### src/lwm_pkg.sv
package lwm_pkg;

  // Operation codes carried in the op field of an input word.
  localparam logic [2:0] OP_WRITE  = 3'd0;
  localparam logic [2:0] OP_START  = 3'd1;
  localparam logic [2:0] OP_STEP   = 3'd2;
  localparam logic [2:0] OP_FINISH = 3'd3;
  localparam logic [2:0] OP_CLEAR  = 3'd4;

  // Trial step directions.
  localparam logic [1:0] DIR_ROW_DN = 2'd0;
  localparam logic [1:0] DIR_ROW_UP = 2'd1;
  localparam logic [1:0] DIR_COL_DN = 2'd2;
  localparam logic [1:0] DIR_COL_UP = 2'd3;

  // Reset value of the dmax register.
  localparam logic [15:0] DMAX_RESET = 16'hFFFF;

  // Offsets stay within this magnitude so the squared displacement fits 31 bits.
  localparam logic signed [16:0] OFF_LIMIT = 17'sd32767;

  // Queue between front and back; depth must be a power of two.
  localparam int QDEPTH = 2;
  localparam int QPTR_W = 1;

  // Operation class decided by the front end.
  typedef enum logic [2:0] {
    K_WRITE,
    K_START,
    K_STEP,
    K_FINISH,
    K_CLEAR,
    K_NONE
  } lwm_kind_t;

  // Back end sequencer states.
  typedef enum logic {
    B_IDLE,
    B_LOOKUP
  } lwm_bstate_t;

  // Input word.
  typedef struct packed {
    logic [2:0]  op;
    logic [7:0]  cell_row;
    logic [7:0]  cell_col;
    logic [15:0] cell_value;
    logic [1:0]  direction;
    logic [15:0] accept_draw;
  } lwm_in_t;

  // Result word.
  typedef struct packed {
    logic [7:0]  pos_row;
    logic [7:0]  pos_col;
    logic        moved;
    logic [30:0] disp_sq;
    logic [47:0] total_disp_sq;
    logic [31:0] walks_done;
  } lwm_out_t;

  // Classified operation waiting in the queue.
  typedef struct packed {
    lwm_kind_t   kind;
    logic [7:0]  cell_row;
    logic [7:0]  cell_col;
    logic [15:0] cell_value;
    logic [1:0]  direction;
    logic [15:0] thresh;
  } lwm_entry_t;

endpackage

### src/lwm_front.sv
module lwm_front (
  input  logic                clk,
  input  logic                rst,
  input  logic                in_valid,
  output logic                in_ready,
  input  lwm_pkg::lwm_in_t    in_data,
  input  logic                cfg_valid,
  output logic                cfg_ready,
  input  logic [15:0]         cfg_data,
  input  logic                q_full,
  output logic                q_push,
  output lwm_pkg::lwm_entry_t q_entry
);

  import lwm_pkg::*;

  logic [15:0] dmax;
  logic [31:0] product;
  lwm_kind_t   kind;

  // The dmax register accepts a write in any cycle.
  assign cfg_ready = 1'b1;

  always_ff @(posedge clk) begin
    if (rst) begin
      dmax <= DMAX_RESET;
    end else if (cfg_valid) begin
      dmax <= cfg_data;
    end
  end

  // A word is taken whenever the queue has room.
  assign in_ready = !q_full;
  assign q_push   = in_valid && in_ready;

  // Decode the operation code.
  always_comb begin
    unique case (in_data.op)
      OP_WRITE:  kind = K_WRITE;
      OP_START:  kind = K_START;
      OP_STEP:   kind = K_STEP;
      OP_FINISH: kind = K_FINISH;
      OP_CLEAR:  kind = K_CLEAR;
      default:   kind = K_NONE;
    endcase
  end

  // Acceptance threshold is the draw scaled by dmax, floor of the Q0.16 product.
  assign product = 32'(in_data.accept_draw) * 32'(dmax);

  always_comb begin
    q_entry.kind       = kind;
    q_entry.cell_row   = in_data.cell_row;
    q_entry.cell_col   = in_data.cell_col;
    q_entry.cell_value = in_data.cell_value;
    q_entry.direction  = in_data.direction;
    q_entry.thresh     = product[31:16];
  end

endmodule

### config.mk
export PLATFORM = sky130hd
export DESIGN_NAME = lwm_front
export DESIGN_NICKNAME = d
export VERILOG_FILES = /design/src/lwm_pkg.sv /design/src/lwm_front.sv
export SDC_FILE = /design/constraint.sdc
export NUM_CORES = 1
export LEC_CHECK = 0
export BUFFER_PORTS_ARGS = -buffer_cell sky130_fd_sc_hd__buf_2
export CELL_PAD_IN_SITES_DETAIL_PLACEMENT = 1
export CELL_PAD_IN_SITES_GLOBAL_PLACEMENT = 1
export CORE_MARGIN = 2
export CORE_UTILIZATION = 40
export DETAILED_ROUTE_END_ITERATION = 16
export PLACE_DENSITY_LB_ADDON = 0.1
export SLEW_MARGIN = 10
export SYNTH_ARGS = -nofsm -noshare
export SYNTH_HDL_FRONTEND = slang
export SYNTH_SLANG_ARGS = --single-unit
### constraint.sdc
create_clock -name clk -period 14.3 [get_ports clk]
set_clock_uncertainty 0.1 [all_clocks]
set_input_delay 2.86 -clock clk [delete_from_list [all_inputs] [get_ports clk]]
set_output_delay 2.86 -clock clk [all_outputs]
set_load 0.01 [all_outputs]
==> flow_summary.json <==
{
  "critical-path-max-stage-delay_ps": 580,
  "cp_common_cell": "fa_1",
  "rsz0062_at_grt": "false",
  "path_cells": "buf_2 > nand2_1 > fa_1 > inv_1 > fa_1 > inv_1 > fa_1 > inv_1 > fa_1 > fa_1 > inv_1 > fa_1 > inv_1 > ha_1 > a21oi_1 > o21ai_0 > a221o_1 > a21oi_1 > a211oi_2 > o211a_1 > a2111o_1 > buf_2",
  "worst_slew_margin_rel": 0.426,
  "synth-edff-count": 0,
  "grt_max_degree": 33,
  "timing.final.crit_share": 0.838,
  "setup_tns_ps": 0,
  "numCtsBuffers": 3,
  "synth_top_area_frac": 0.420,
  "final_common_cell": "inv_1",
  "drc_errors": 0,
  "grtUsageTotal": 0.211,
  "synth_seq_cells": 16,
  "n_antenna_cell": 0,
  "slew_violations": 0,
  "cts_tree": "built",
  "io_buffers": 60,
  "finalHoldViolations": 0,
  "reg.largest.list": "dmax x16",
  "ant_nets": 0,
  "start_util": 0.407,
  "syn2layout_area_growth_pct": 3.47,
  "clock_path_buffers": 2,
  "layout-drive-gt1-share": 0.0711,
  "synth_warnings": 0,
  "synth_area_leaders": "fa_1 (42%), ha_1 (14%), inv_1 (9.6%)",
  "hold_ws_ps": 893,
  "critPathRequiredTime_ps": 11340,
  "async_flop_share": 0,
  "endpoint_kind": "output pin",
  "clk_pin_slew_ps": 50,
  "cts_sinks": 16,
  "wl_per_cell_um": 18.4,
  "cts.htree.levels": 1,
  "ys_seq_area_frac": 0.0348,
  "core_area_um2": 22600,
  "yosysTopAreaCell": "fa_1",
  "worstSkewPairLatency_ps": 240,
  "final_cell_mix": "inv_1 (235), fa_1 (193), nand2_1 (152)",
  "hpwl_mm": 20.1,
  "worstMarginPinSlew_ps": 860,
  "status": "complete, no violations",
  "grt_pass1_vias": 7407,
  "cts_hold_buf": 0,
  "min_period_ps": 11980,
  "place.gp.congestion": 0.787,
  "max_flop_register": "dmax",
  "cts_root_buf": "clkbuf_16",
  "largest_register_ffs": 16,
  "vias": 6726,
  "synthCells": 1053,
  "crit_fanout": 16,
  "setup_viol": 0,
  "dr.pass1.iters": 4,
  "drt-total-wl_mm": 24.4,
  "grt_pass1_wl_mm": 40.4,
  "synthFlopType": "dfxtp_1",
  "worst_path_max_delay_cell": "fa_1",
  "min_path_type": "reg -> reg",
  "antenna_found_initial": 0,
  "ctsResizeCount": 0,
  "syn_nets": 1421,
  "crit_arrival_ps": 9020,
  "pin_count": 130,
  "fmax_mhz": 83.4,
  "postCtsSetupBuffers": 0,
  "drt_iter0_drc": 267,
  "fin_nets": 1411,
  "die_w_um": 156,
  "worstSetupPathType": "in -> out",
  "fillers": 2680,
  "fp.dieH_um": 156,
  "grt_overflow": 0,
  "netlist_area_um2": 9200,
  "die_area_um2": 24200,
  "rows": 55,
  "viasPerCell": 5.07,
  "maxCapViolCount": 0,
  "synth_cell_type_count": 57,
  "synth_area_per_cell_um2": 8.74,
  "start_kind": "input pin"
}
[synth_stat cells (all sizes together), types with 2 or more instances]
library cell	number
a21o	10
xnor2	13
xor2	3
and2	114
dfxtp	16
inv	235
and4	2
nand2	152
nand2b	5
nor3	2
buf	36
o21bai	3
nor2	5
ha	101
a31oi	5
and3	5
o21ai	13
a41o	3
o2111ai	2
a211oi	2
o21a	2
nor2b	20
a211o	16
o211a	3
o221ai	2
nand3	4
a21oi	22
clkbuf	39
o211ai	4
fa	193
[cell type report]
| class | count | area (µm²) | area share |
|---|---|---|---|
| Multi-Input combinational cell | 727 | 7590 | 0.797 |
| Inverter | 235 | 882 | 0.0926 |
| Tap cell | 285 | 357 | 0.0374 |
| Sequential cell | 16 | 320 | 0.0336 |
| Timing Repair Buffer | 60 | 300 | 0.0315 |
| Clock buffer | 3 | 75.1 | 0.00788 |
[through the flow]
stage | setup WS [ps] | utilization | area (µm²) | cells
final | 2320 | 0.421 | 9520 | 1326
after global routing | 2040 | 0.421 | 9520 | 1326
after CTS | 2260 | 0.421 | 9520 | 1326
after detailed placement | 2270 | 0.417 | 9450 | 1323
after global placement | 2280 | 0.417 | 9450 | 1323
after floorplan | 3150 | - | 9200 | 1053
[kinds of logic after synthesis]
group / Yosys count / share of synthesized area
flip-flops: 16 / 0.0348
adder cells (fa/ha/maj): 294 / 0.557
buffers and inverters: 310 / 0.141
AND/OR/NAND/NOR: 318 / 0.175
other: 1 / 0.000407
AO/OA/AOI/OAI: 98 / 0.0769
XOR/XNOR: 16 / 0.0152
[final timing paths]
path / startpoint / endpoint / slack (ps) / cells past startpoint
hold reg to reg: dmax[14] / dmax[14] / 890 / 2
setup / recovery: in_data[7] / q_entry[14] / 2320 / 22
hold / removal: dmax[14] / dmax[14] / 890 / 2
setup reg to reg: dmax[3] / dmax[3] / 12950 / 2
[routing by layer]
| layer | track usage | routed length [µm] |
|---|---|---|
| met1 | 0.295 | 11300 |
| met2 | 0.383 | 12600 |
| met3 | 0.00444 | 376 |
| met4 | 0.0153 | 104 |
| met5 | 0 | 0 |
[critical path, delay by kind of cell]
kind	cells	cell delay, ps
simple gates	1	140
fa+ha+maj	7	3370
compound gates	7	1900
buf+inv	7	730
Power is not shown: default switching activity piles up to over one toggle a cycle in this logic, so the estimate is an artifact.
