===== src/lwm_pkg.sv =====
package lwm_pkg;

  // Operation codes carried in the op field of an input word.
  localparam logic [2:0] OP_WRITE  = 3'd0;
  localparam logic [2:0] OP_START  = 3'd1;
  localparam logic [2:0] OP_STEP   = 3'd2;
  localparam logic [2:0] OP_FINISH = 3'd3;
  localparam logic [2:0] OP_CLEAR  = 3'd4;

  // Trial step directions.
  localparam logic [1:0] DIR_ROW_DN = 2'd0;
  localparam logic [1:0] DIR_ROW_UP = 2'd1;
  localparam logic [1:0] DIR_COL_DN = 2'd2;
  localparam logic [1:0] DIR_COL_UP = 2'd3;

  // Reset value of the dmax register.
  localparam logic [15:0] DMAX_RESET = 16'hFFFF;

  // Offsets stay within this magnitude so the squared displacement fits 31 bits.
  localparam logic signed [16:0] OFF_LIMIT = 17'sd32767;

  // Queue between front and back; depth must be a power of two.
  localparam int QDEPTH = 2;
  localparam int QPTR_W = 1;

  // Operation class decided by the front end.
  typedef enum logic [2:0] {
    K_WRITE,
    K_START,
    K_STEP,
    K_FINISH,
    K_CLEAR,
    K_NONE
  } lwm_kind_t;

  // Back end sequencer states.
  typedef enum logic {
    B_IDLE,
    B_LOOKUP
  } lwm_bstate_t;

  // Input word.
  typedef struct packed {
    logic [2:0]  op;
    logic [7:0]  cell_row;
    logic [7:0]  cell_col;
    logic [15:0] cell_value;
    logic [1:0]  direction;
    logic [15:0] accept_draw;
  } lwm_in_t;

  // Result word.
  typedef struct packed {
    logic [7:0]  pos_row;
    logic [7:0]  pos_col;
    logic        moved;
    logic [30:0] disp_sq;
    logic [47:0] total_disp_sq;
    logic [31:0] walks_done;
  } lwm_out_t;

  // Classified operation waiting in the queue.
  typedef struct packed {
    lwm_kind_t   kind;
    logic [7:0]  cell_row;
    logic [7:0]  cell_col;
    logic [15:0] cell_value;
    logic [1:0]  direction;
    logic [15:0] thresh;
  } lwm_entry_t;

endpackage


===== src/lwm_queue.sv =====
module lwm_queue (
  input  logic                clk,
  input  logic                rst,
  input  logic                push,
  input  lwm_pkg::lwm_entry_t push_entry,
  output logic                full,
  output logic                valid,
  input  logic                pop,
  output lwm_pkg::lwm_entry_t head
);

  import lwm_pkg::*;

  lwm_entry_t         slots [QDEPTH];
  logic [QPTR_W-1:0]  wr_ptr;
  logic [QPTR_W-1:0]  rd_ptr;
  logic [QPTR_W:0]    count;

  assign full  = (count == (QPTR_W+1)'(QDEPTH));
  assign valid = (count != '0);
  assign head  = slots[rd_ptr];

  // Entry storage.
  always_ff @(posedge clk) begin
    if (push) begin
      slots[wr_ptr] <= push_entry;
    end
  end

  // Pointers and fill count.
  always_ff @(posedge clk) begin
    if (rst) begin
      wr_ptr <= '0;
      rd_ptr <= '0;
      count  <= '0;
    end else begin
      if (push) begin
        wr_ptr <= wr_ptr + 1'b1;
      end
      if (pop) begin
        rd_ptr <= rd_ptr + 1'b1;
      end
      if (push && !pop) begin
        count <= count + 1'b1;
      end else if (pop && !push) begin
        count <= count - 1'b1;
      end
    end
  end

endmodule


===== config.mk =====
export PLATFORM = sky130hd
export DESIGN_NAME = lwm_queue
export DESIGN_NICKNAME = d
export VERILOG_FILES = /design/src/lwm_pkg.sv /design/src/lwm_queue.sv
export SDC_FILE = /design/constraint.sdc
export NUM_CORES = 1
export LEC_CHECK = 0
export BUFFER_PORTS_ARGS = -buffer_cell sky130_fd_sc_hd__clkbuf_2
export CAP_MARGIN = 20
export CORE_MARGIN = 2
export CORE_UTILIZATION = 51
export DETAILED_ROUTE_END_ITERATION = 6
export PLACE_DENSITY = 0.79
export SLEW_MARGIN = 25
export SYNTH_ARGS = -nofsm -noshare
export SYNTH_HDL_FRONTEND = slang
export SYNTH_SLANG_ARGS = --single-unit

===== constraint.sdc =====
create_clock -name clk -period 4.45 [get_ports clk]
set_input_delay 0.445 -clock clk [delete_from_list [all_inputs] [get_ports clk]]
set_output_delay 0.445 -clock clk [all_outputs]
set_load 0.1 [all_outputs]

==> impl_metrics.env <==
export IMPL_leakagePower_uw=0.00185
export IMPL_routedWlPerCell_um=15.7
export IMPL_hold_buffers=0
export IMPL_netlist_top_cells_area="edfxtp_1, mux2_2, dfxtp_1"
export IMPL_synth_compound_gate_area_share=0.00247
export IMPL_fin_setup_tns_ns=0
export IMPL_dp_hpwl_mm=4.39
export IMPL_hold_path_startpoint="push_entry[41]"
export IMPL_power_switching_uw=839
export IMPL_start_kind="register"
export IMPL_cts_sinks=111
export IMPL_worst_path_max_fanout=43
export IMPL_cp_data_arrival_time_ns=2.41
export IMPL_worst_path_stages=3
export IMPL_grt_max_degree=44
export IMPL_fin_crit_sh=0.642
export IMPL_synthMuxAreaShare=0.147
export IMPL_timing_rr_start="wr_ptr$_SDFFE_PP0P_"
export IMPL_worstSetupPathType="reg2out"
export IMPL_drt_first_pass_iters=4
export IMPL_numPortBuffers=111
export IMPL_endpoint_kind="output pin"
export IMPL_r2r_cells=2
export IMPL_cts_buffers=9
export IMPL_path_clk_slew_ns=0.10
export IMPL_hold_path_end="slots[1][41]$_DFFE_PP_"
export IMPL_antenna_found_initial=0
export IMPL_syn_nets=245
export IMPL_ios=112
export IMPL_synth_top_family_by_area="multiplexers"
export IMPL_syn_to_final_growth_pct=20.1
export IMPL_dp_slack_ns=1.92
export IMPL_num_vias=2015
export IMPL_yosysTopAreaCell="edfxtp_1"
export IMPL_power_internal_uw=1530
export IMPL_netlist_area_leader_share=0.786
export IMPL_synthSimpleGateAreaFrac=0.0120
export IMPL_total_power_uw=2370
export IMPL_root_buffer="clkbuf_8"
export IMPL_syn_area_um2=4050
export IMPL_power_frac_clock=0.213
export IMPL_grt_usage=0.154
export IMPL_path_cells="buf_4, mux2_2, clkbuf_2"
export IMPL_powerDensity_nw_per_um2=487
export IMPL_hold_viol=0
export IMPL_fin_skew_ns=0.00611
export IMPL_wirelength_mm=6.47
export IMPL_tritoncts="yes"
export IMPL_power_frac_comb=0.261
export IMPL_reg2reg_to="slots[1][23]$_DFFE_PP_"
export IMPL_power_frac_seq=0.526
export IMPL_fin_util=0.630
export IMPL_holdWs_ns=0.279
export IMPL_cts_setup_buffers=0
export IMPL_hp_class="in2reg"
export IMPL_critPathBufInv=2
export IMPL_rsz0062_at_grt="false"
export IMPL_rrSetupSlack_ns=2.66
export IMPL_yosys_warnings=0
export IMPL_finalSetupViolations=0
export IMPL_avgViaCountPerCell=4.89
export IMPL_worst_slack_ns=1.59
export IMPL_drtAntennaViolNets=0
export IMPL_path_delay_family="flip-flops"
export IMPL_hold_path_depth=1
export IMPL_cts_resized=0
export IMPL_globalplace_congestion=0.703
export IMPL_dieArea_um2=8670
export IMPL_synth_fa_ha_area_frac=0.00309
export IMPL_cts_buffer_depth=2
export IMPL_core_um2=7730
export IMPL_syn_instance_count=187
export IMPL_clk_latency_ns=0.35
export IMPL_drive_above_1_share=0.597
export IMPL_max_cap_violations=0
export IMPL_tightest_slew_ns=0.988
export IMPL_slowest_delay_ns=0.99
export IMPL_grt_pass1_wl_mm=10.0
export IMPL_die_h_um=93.1
export IMPL_die_w_um=93.1
export IMPL_ir_worst_vdd_mv=0.270
export IMPL_ys_types=17
export IMPL_yosysSeqAreaShare=0.810
export IMPL_post_route_drc_count=0
export IMPL_h_tree_depth=3
export IMPL_drt_iter0_drc=106
export IMPL_swShare=0.354
export IMPL_overflow=0
export IMPL_avgSynthCellArea_um2=21.7
export IMPL_finalCriticalPeriod_ns=2.86
export IMPL_cp_slowest_cell="dfxtp_2"
export IMPL_slew_headroom=0.342
export IMPL_grt_pass1_vias=2170
export IMPL_slew_violations=0
export IMPL_fin_nets=364
export IMPL_status="completed"
export IMPL_synth_seq_cells=111
export IMPL_synth_xor_area_share=0.00865
export IMPL_rows=32
export IMPL_crit_required_ns=4.01
export IMPL_fmax_mhz=350
export IMPL_num_antenna_cells=0
export IMPL_start_util=0.524
==> worst register-to-register path: stages (launching register included) <==
cell and delay, ns:
dfxtp_1 0.41, and2_2 0.56, buf_4 0.47
==> cells by family (layout without fill, tap and decap cells) <==
| logic type | count (synthesis) | in the layout |
|---|---|---|
| flip-flops | 111 | 111 |
| multiplexers | 53 | 53 |
| AND/OR/NAND/NOR | 9 | 9 |
| buffers and inverters | 7 | 130 |
| XOR/XNOR | 4 | 4 |
| AO/OA/AOI/OAI | 2 | 2 |
| adder cells (fa/ha/maj) | 1 | 1 |
==> registers in the layout, summed over array words and instances, names as in the netlist, named ones only <==
name and count:
wr_ptr 1, count 2, slots 106, rd_ptr 1
==> through the flow <==
stage	std cells	area [um^2]
2_1_floorplan	187	4050
3_3_place_gp	397	4710
3_5_place_dp	397	4710
4_1_cts	412	4870
5_1_grt	412	4870
6_report	412	4870
==> metal layers <==
metal | GRT usage | wire [um] | vias up
met5 | 0 | 0 | -
met4 | 0.0527 | 82 | 0
met3 | 0.0548 | 458 | 7
met2 | 0.274 | 3380 | 72
met1 | 0.172 | 2550 | 971
li1 | - | - | 965
==> cell type report <==
| cell class | count | area, um^2 |
|---|---|---|
| clock buffers | 9 | 124 |
| fillers | 569 | 2860 |
| well taps | 102 | 128 |
| repair buffers | 114 | 578 |
| inverters | 1 | 3.75 |
| multi-input cells | 69 | 712 |
| clock inverters | 6 | 37.5 |
| flip-flops and latches | 111 | 3280 |
==> cell usage after synthesis <==
library cell,count
and2b_2,1
nor2_1,4
buf_2,1
xor2_1,2
dfxtp_1,5
mux2_2,53
xnor2_1,2
inv_1,1
buf_6,5
nor2b_1,1
or3_1,1
or2_2,1
o21ai_0,1
edfxtp_1,106
ha_1,1
a21oi_1,1
and2_1,1
==> power by group through the flow <==
| stage | sequential, uW | combinational (uW) | clock (uW) |
|---|---|---|---|
| floorplan | 1250 | 543 | 0 |
| global placement | 1270 | 619 | 0 |
| detailed placement | 1270 | 624 | 0 |
| CTS | 1250 | 626 | 519 |
| global route | 1250 | 642 | 552 |
| finish | 1250 | 620 | 504 |
==> cell usage in the layout (no fill, tap or decap), types with 2 or more instances in the layout <==
cell type / Yosys / routed
nor2_1: 4 / 4
clkbuf_2: 0 / 111
xor2_1: 2 / 2
clkinv_1: 0 / 2
clkbuf_8: 0 / 9
xnor2_1: 2 / 2
mux2_2: 53 / 53
edfxtp_1: 106 / 106
buf_4: 0 / 3
dfxtp_1: 5 / 4
==> worst max path at each step <==
stage | startpoint | to | slack [ns]
after floorplan | push | slots[0][0]$_DFFE_PP_ | 1.19
after global placement | register | head[11] | 1.91
after detailed placement | register | head[11] | 1.92
after CTS | register | head[11] | 1.50
after global routing | register | head[43] | 1.42
final | register | head[11] | 1.59
Note: power is estimated with default switching activity, not from simulation.
