--- src/lwm_pkg.sv ---
package lwm_pkg;

  // Operation codes carried in the op field of an input word.
  localparam logic [2:0] OP_WRITE  = 3'd0;
  localparam logic [2:0] OP_START  = 3'd1;
  localparam logic [2:0] OP_STEP   = 3'd2;
  localparam logic [2:0] OP_FINISH = 3'd3;
  localparam logic [2:0] OP_CLEAR  = 3'd4;

  // Trial step directions.
  localparam logic [1:0] DIR_ROW_DN = 2'd0;
  localparam logic [1:0] DIR_ROW_UP = 2'd1;
  localparam logic [1:0] DIR_COL_DN = 2'd2;
  localparam logic [1:0] DIR_COL_UP = 2'd3;

  // Reset value of the dmax register.
  localparam logic [15:0] DMAX_RESET = 16'hFFFF;

  // Offsets stay within this magnitude so the squared displacement fits 31 bits.
  localparam logic signed [16:0] OFF_LIMIT = 17'sd32767;

  // Queue between front and back; depth must be a power of two.
  localparam int QDEPTH = 2;
  localparam int QPTR_W = 1;

  // Operation class decided by the front end.
  typedef enum logic [2:0] {
    K_WRITE,
    K_START,
    K_STEP,
    K_FINISH,
    K_CLEAR,
    K_NONE
  } lwm_kind_t;

  // Back end sequencer states.
  typedef enum logic {
    B_IDLE,
    B_LOOKUP
  } lwm_bstate_t;

  // Input word.
  typedef struct packed {
    logic [2:0]  op;
    logic [7:0]  cell_row;
    logic [7:0]  cell_col;
    logic [15:0] cell_value;
    logic [1:0]  direction;
    logic [15:0] accept_draw;
  } lwm_in_t;

  // Result word.
  typedef struct packed {
    logic [7:0]  pos_row;
    logic [7:0]  pos_col;
    logic        moved;
    logic [30:0] disp_sq;
    logic [47:0] total_disp_sq;
    logic [31:0] walks_done;
  } lwm_out_t;

  // Classified operation waiting in the queue.
  typedef struct packed {
    lwm_kind_t   kind;
    logic [7:0]  cell_row;
    logic [7:0]  cell_col;
    logic [15:0] cell_value;
    logic [1:0]  direction;
    logic [15:0] thresh;
  } lwm_entry_t;

endpackage

--- src/lwm_back.sv ---
module lwm_back #(
  parameter int GRID_BITS  = 8,
  parameter int VALUE_BITS = 16
) (
  input  logic                     clk,
  input  logic                     rst,
  input  logic                     q_valid,
  input  lwm_pkg::lwm_entry_t      q_entry,
  output logic                     q_pop,
  output logic                     ram_we,
  output logic [2*GRID_BITS-1:0]   ram_waddr,
  output logic [VALUE_BITS-1:0]    ram_wdata,
  output logic                     ram_re,
  output logic [2*GRID_BITS-1:0]   ram_raddr,
  input  logic [VALUE_BITS-1:0]    ram_rdata,
  output logic                     out_valid,
  input  logic                     out_ready,
  output lwm_pkg::lwm_out_t        out_data
);

  import lwm_pkg::*;

  localparam int CMP_W = (VALUE_BITS > 16) ? VALUE_BITS : 16;

  lwm_bstate_t            bstate, bstate_next;
  logic [GRID_BITS-1:0]   start_row, start_row_next;
  logic [GRID_BITS-1:0]   start_col, start_col_next;
  logic signed [15:0]     off_row, off_row_next;
  logic signed [15:0]     off_col, off_col_next;
  logic [30:0]            disp_sq, disp_sq_next;
  logic [47:0]            sum_sq, sum_sq_next;
  logic [31:0]            walk_count, walk_count_next;
  logic signed [15:0]     pend_row, pend_row_next;
  logic signed [15:0]     pend_col, pend_col_next;
  logic signed [17:0]     pend_delta, pend_delta_next;
  logic [15:0]            pend_thresh, pend_thresh_next;
  lwm_out_t               out_data_next;
  logic                   out_valid_next;

  logic                   out_free;
  logic                   load_out;
  logic                   moved;
  logic signed [16:0]     trial_row;
  logic signed [16:0]     trial_col;
  logic signed [17:0]     trial_pair;
  logic                   trial_plus;
  logic                   in_range;
  logic [GRID_BITS-1:0]   look_row;
  logic [GRID_BITS-1:0]   look_col;
  logic signed [31:0]     disp_sum;
  logic [48:0]            sum_ext;
  logic [GRID_BITS-1:0]   pos_row_g;
  logic [GRID_BITS-1:0]   pos_col_g;

  // Control and walk state.
  always_ff @(posedge clk) begin
    if (rst) begin
      bstate     <= B_IDLE;
      start_row  <= '0;
      start_col  <= '0;
      off_row    <= '0;
      off_col    <= '0;
      disp_sq    <= '0;
      sum_sq     <= '0;
      walk_count <= '0;
      out_valid  <= 1'b0;
    end else begin
      bstate     <= bstate_next;
      start_row  <= start_row_next;
      start_col  <= start_col_next;
      off_row    <= off_row_next;
      off_col    <= off_col_next;
      disp_sq    <= disp_sq_next;
      sum_sq     <= sum_sq_next;
      walk_count <= walk_count_next;
      out_valid  <= out_valid_next;
    end
  end

  // Pending trial step and result payload.
  always_ff @(posedge clk) begin
    pend_row    <= pend_row_next;
    pend_col    <= pend_col_next;
    pend_delta  <= pend_delta_next;
    pend_thresh <= pend_thresh_next;
    out_data    <= out_data_next;
  end

  // Trial position one cell away from the current offsets.
  always_comb begin
    trial_row  = 17'(off_row);
    trial_col  = 17'(off_col);
    trial_plus = 1'b0;
    case (q_entry.direction)
      DIR_ROW_DN: trial_row = 17'(off_row) - 17'sd1;
      DIR_ROW_UP: begin
        trial_row  = 17'(off_row) + 17'sd1;
        trial_plus = 1'b1;
      end
      DIR_COL_DN: trial_col = 17'(off_col) - 17'sd1;
      default: begin
        trial_col  = 17'(off_col) + 17'sd1;
        trial_plus = 1'b1;
      end
    endcase
    // The square changes by (old + new) on an upward step and by -(old + new) on a downward step.
    if (q_entry.direction == DIR_ROW_DN || q_entry.direction == DIR_ROW_UP) begin
      trial_pair = 18'(off_row) + 18'(trial_row);
    end else begin
      trial_pair = 18'(off_col) + 18'(trial_col);
    end
    in_range = (trial_row >= -OFF_LIMIT) && (trial_row <= OFF_LIMIT) &&
               (trial_col >= -OFF_LIMIT) && (trial_col <= OFF_LIMIT);
    look_row = start_row + trial_row[GRID_BITS-1:0];
    look_col = start_col + trial_col[GRID_BITS-1:0];
  end

  assign ram_raddr = {look_row, look_col};
  assign ram_waddr = {GRID_BITS'(q_entry.cell_row), GRID_BITS'(q_entry.cell_col)};
  assign ram_wdata = VALUE_BITS'(q_entry.cell_value);

  assign disp_sum = $signed({1'b0, disp_sq}) + 32'(pend_delta);
  assign sum_ext  = {1'b0, sum_sq} + 49'(disp_sq);
  assign out_free = !out_valid || out_ready;

  // Sequencer: a trial step that reads the grid passes through B_LOOKUP; every other operation completes in B_IDLE.
  always_comb begin
    bstate_next      = bstate;
    start_row_next   = start_row;
    start_col_next   = start_col;
    off_row_next     = off_row;
    off_col_next     = off_col;
    disp_sq_next     = disp_sq;
    sum_sq_next      = sum_sq;
    walk_count_next  = walk_count;
    pend_row_next    = pend_row;
    pend_col_next    = pend_col;
    pend_delta_next  = pend_delta;
    pend_thresh_next = pend_thresh;
    q_pop            = 1'b0;
    ram_we           = 1'b0;
    ram_re           = 1'b0;
    load_out         = 1'b0;
    moved            = 1'b0;

    unique case (bstate)
      B_IDLE: begin
        if (q_valid && out_free) begin
          q_pop = 1'b1;
          unique case (q_entry.kind)
            K_WRITE: begin
              ram_we   = 1'b1;
              load_out = 1'b1;
            end
            K_START: begin
              start_row_next = GRID_BITS'(q_entry.cell_row);
              start_col_next = GRID_BITS'(q_entry.cell_col);
              off_row_next   = '0;
              off_col_next   = '0;
              disp_sq_next   = '0;
              load_out       = 1'b1;
            end
            K_STEP: begin
              if (in_range) begin
                ram_re           = 1'b1;
                pend_row_next    = trial_row[15:0];
                pend_col_next    = trial_col[15:0];
                pend_delta_next  = trial_plus ? trial_pair : -trial_pair;
                pend_thresh_next = q_entry.thresh;
                bstate_next      = B_LOOKUP;
              end else begin
                load_out = 1'b1;
              end
            end
            K_FINISH: begin
              sum_sq_next = sum_ext[48] ? '1 : sum_ext[47:0];
              if (walk_count != '1) begin
                walk_count_next = walk_count + 32'd1;
              end
              load_out = 1'b1;
            end
            K_CLEAR: begin
              sum_sq_next     = '0;
              walk_count_next = '0;
              load_out        = 1'b1;
            end
            default: begin
              load_out = 1'b1;
            end
          endcase
        end
      end
      B_LOOKUP: begin
        // The result slot was free when the step was issued, so it still is.
        if (CMP_W'(pend_thresh) < CMP_W'(ram_rdata)) begin
          off_row_next = pend_row;
          off_col_next = pend_col;
          disp_sq_next = disp_sum[30:0];
          moved        = 1'b1;
        end
        load_out    = 1'b1;
        bstate_next = B_IDLE;
      end
      default: begin
        bstate_next = B_IDLE;
      end
    endcase
  end

  // Result register reports the state after the operation.
  always_comb begin
    pos_row_g      = start_row_next + off_row_next[GRID_BITS-1:0];
    pos_col_g      = start_col_next + off_col_next[GRID_BITS-1:0];
    out_data_next  = out_data;
    out_valid_next = out_valid;
    if (load_out) begin
      out_valid_next              = 1'b1;
      out_data_next.pos_row       = 8'(pos_row_g);
      out_data_next.pos_col       = 8'(pos_col_g);
      out_data_next.moved         = moved;
      out_data_next.disp_sq       = disp_sq_next;
      out_data_next.total_disp_sq = sum_sq_next;
      out_data_next.walks_done    = walk_count_next;
    end else if (out_ready) begin
      out_valid_next = 1'b0;
    end
  end

`ifndef ASSERT_OFF
  a_lookup_one_cycle: assert property (@(posedge clk) disable iff (rst)
    bstate == B_LOOKUP |=> bstate == B_IDLE)
    else $error("grid lookup lasted more than one cycle");

  a_lookup_slot_free: assert property (@(posedge clk) disable iff (rst)
    bstate == B_LOOKUP |-> !out_valid)
    else $error("result slot occupied while a trial step completes");

  a_disp_matches: assert property (@(posedge clk) disable iff (rst)
    32'(disp_sq) == 32'(32'(off_row) * 32'(off_row) + 32'(off_col) * 32'(off_col)))
    else $error("running squared displacement disagrees with offsets");

  a_offset_range: assert property (@(posedge clk) disable iff (rst)
    off_row != 16'sh8000 && off_col != 16'sh8000)
    else $error("walk offset beyond its limit");
`endif

endmodule

--- config.mk ---
export PLATFORM = sky130hd
export DESIGN_NAME = lwm_back
export DESIGN_NICKNAME = d
export VERILOG_FILES = /design/src/lwm_pkg.sv /design/src/lwm_back.sv
export SDC_FILE = /design/constraint.sdc
export NUM_CORES = 1
export LEC_CHECK = 0
export BUFFER_PORTS_ARGS = -buffer_cell sky130_fd_sc_hd__clkbuf_2
export CORE_MARGIN = 10
export CORE_UTILIZATION = 45
export DETAILED_ROUTE_END_ITERATION = 12
export PLACE_DENSITY = 0.64
export SYNTH_ARGS = -nofsm -noshare
export SYNTH_HDL_FRONTEND = slang
export SYNTH_SLANG_ARGS = --single-unit
--- constraint.sdc ---
create_clock -name clk -period 12.9 [get_ports clk]
set_input_delay 2.58 -clock clk [delete_from_list [all_inputs] [get_ports clk]]
set_output_delay 2.58 -clock clk [all_outputs]
set_load 0.01 [all_outputs]
==> flow_summary.toml <==
[status]
outcome = "complete, no violations"

[place]
dp_cells = 3061
placed_area_mm2 = 0.0231
gpl.final_weighted_congestion = 0.911
place.port_buffers = 220
place_hpwl_um = 42600

[setup_path]
cp.required_ns = 10.32
number_of_cells_traversed_by_the_worst_register_to_register_path = 12
worst_r2r_endpoint = "out_data[92]"
rrSetupSlack_ns = 6.74
worstPathCellList = "clkbuf_2, clkinv_1, nand2_1, ha_1, a21o_1, a21oi_1, o211a_1, nor2_1, nor3_1, o31ai_1, or4_1, or3_1, o41ai_2, buf_4, nor2_1, clkbuf_2"
cp_max_fo = 33
critical_path.slowest_cell = "nand2_1"
worst-setup-path-type = "in -> out"
worstPathArrival_ns = 7.52
worst_path_largest_cell_delay_ns = 0.65
reg2reg_from = "off_col[1]"
timing.critical_path.from_type = "input pin"
crit_path_end_kind = "primary output"

[finish]
design.final.nets = 2734
finish.cell_count_without_fillers = 3139
final_cell_area_mm2 = 0.0246
sequential_cell_area_mm2 = 0.00905
areaGrowthSynthToFinish_pct = 13.3
n_fill_cell = 4390
multi_input_area_mm2 = 0.0117
antenna_cells = 0
proportion_of_layout_cells_with_a_drive_suffix_above_1_pct = 13.6

[global_route]
number_of_antenna_violations_at_the_first_check_in_global_routing = 0
overflow = 0
gr-usage-all-layers_pct = 20.0
grt_pass1_wl_um = 93500
grt_pass1_vias = 17000
grt_max_degree = 78

[synthesis]
seq_area_frac_synth_pct = 41.7
synth_edf_count = 194
synth-seq-cells = 355
synthFlopType = "edfxtp_1"
synth.cells.most_frequent = "227 x nand2_1, 195 x a21oi_1, 194 x edfxtp_1, 183 x o21ai_0, 162 x ha_1"
synth_fp_nets = 2589
synthTopCellsByArea = "edfxtp_1 27%, dfxtp_1 15%, ha_1 9.3%"
synth_top_cell_area_share_pct = 26.8
post_synth_instance_area_mm2 = 0.0217
syn_inst = 2345
synth_cell_types = 76
async_flop_share_pct = 0
netlist.top_cell.by_area = "edfxtp_1"
mean_syn_cell_area_um2 = 9.26
synth_most_common_cell = "nand2_1"
synth-warning-count = 0

[power]
power.density_mw_per_mm2 = 113
peakVddDrop_mv = 0.0830
leakage_uw = 0.0106

[timing]
final.period_utilization_pct = 78.3
finalClockSkew_ns = 0.0301
final_max_slew_viol_count = 0
max_freq_mhz = 99.0
setup_tns_ns = 0
period_needed_ns = 10.10
slew_headroom_pct = 17.6
hold_slack_ns = 0.473
max_slew.worst_pin.slew_ns = 1.23
setup_viol = 0
hold_viol_final = 0
grt_setup_unrepaired = "no"

[clock_network]
worst_skew_pair.late_latency_ns = 0.58
clock_path_buffers = 3
post_cts_resize_count = 0
cts-htree-levels = 2
cts-buffers-inserted = 42
cts_tree = "done"
cts_root_buf = "clkbuf_16"
clk_pin_slew_ns = 0.06
numClockSinks = 355
cts_post_setup_buffers_inserted = 0
ctsHoldBuffers = 0

[die]
core_mm2 = 0.0477
floorplan.die_area_mm2 = 0.0575
horizontal_extent_of_the_die_um = 240
rows = 80
initial_core_util_pct = 45.5
floorplan.die.height_um = 240
floorplan.io_pins = 253

[drt]
drt_drc_violations_left = 0
routed_via_density = 5.73
route.vias.total = 18000
dr.pass1.iters = 5
finalWirelength_um = 59000
routed_length_per_instance_um = 18.8
drt_first_iter_violations = 1281
antenna_left = 0

[worst_hold_path]
whs_endpoint = "off_col[13]"
hold_class = "reg -> reg"
hold_path_depth = 2
hp-start = "pend_col[13]"

[flow_run]
max_cap_viol_count = 0
==> per-layer routing <==
layer,vias up,part of all wire [%],global-route usage [%]
li1,8837,-,-
met2,477,47,32.9
met4,0,2.1,5.50
met1,8597,45,26.6
met5,-,0,0
met3,83,5.6,3.20
==> final cells by class <==
| cell class | instances | share of cell area [%] |
|---|---|---|
| multi-input cells | 1769 | 47.7 |
| well taps | 615 | 3.13 |
| repair buffers | 237 | 5.00 |
| flip-flops and latches | 355 | 36.8 |
| clock inverters | 27 | 1.39 |
| inverters | 85 | 1.30 |
| clock buffers | 51 | 4.71 |
==> cells by family after synthesis <==
kind of cell,after synthesis,share of synthesized area (%)
and+or+nand+nor,742,16.8
AOI/OAI and AO/OA,679,19.5
DFF,355,41.7
buffers and inverters,221,4.45
adders and majority gates,171,10.2
xor gates and xnor gates,145,5.85
muxes,32,1.56
==> placed cells by master (no fill, tap or decap), drive strengths merged, types with 12 or more instances in the layout <==
master  count
xor2       46
o21ai     187
edfxtp    194
a22o       13
dfxtp     161
xnor2      99
mux2i      18
o21a       28
ha        162
o31ai      18
a21o       69
o21bai     17
a22oi      15
nor2      107
and2       19
and3       37
clkinv     13
nor3       39
a211oi     18
a21oi     196
mux2       14
clkbuf    270
nand2b     25
nand3     121
nand4      22
or3        12
nor2b      95
inv        90
nand2     227
buf        18
a31oi      31
==> flip-flops by register name, summed over array words and instances (netlist names) <==
register,cells
bstate,1
out_valid,1
pend_thresh,16
start_row,8
out_data,128
off_row,16
off_col,16
start_col,8
pend_row,16
pend_col,16
disp_sq,31
pend_delta,18
sum_sq,48
walk_count,32
==> power by group <==
| part | total, uW | internal [uW] | switching, uW |
|---|---|---|---|
| clock | 1280 | 771 | 509 |
| combinational | 254 | 90.3 | 164 |
| sequential | 1240 | 1230 | 13.7 |
| total | 2780 | 2090 | 686 |
==> through the flow <==
stage	setup WS (ns)	util, %	power [uW]
final	2.80	51.5	2780
after global routing	2.36	51.5	2880
after CTS	2.76	51.5	2810
after detailed placement	2.78	48.4	1520
after global placement	2.85	48.4	1520
after floorplan	2.95	-	1440
==> worst max-delay path by stage <==
stage                startpoint     endpoint  slack [ns]  cells past startpoint
floorplan           q_entry[16]  out_data[0]        2.95                     16
global placement    q_entry[17]       ram_re        2.85                     16
detailed placement  q_entry[17]       ram_re        2.78                     16
CTS                 q_entry[17]       ram_re        2.76                     16
global route        q_entry[17]       ram_re        2.36                     17
finish              q_entry[17]       ram_re        2.80                     16
==> worst max-delay path: cells and delay by family <==
family / cells / cell delay (ns)
compound gates: 5 / 1.20
simple gates: 6 / 1.91
fa+ha+maj: 1 / 0.41
buf+inv: 4 / 1.38
Note: power is estimated with default switching activity, not from simulation.
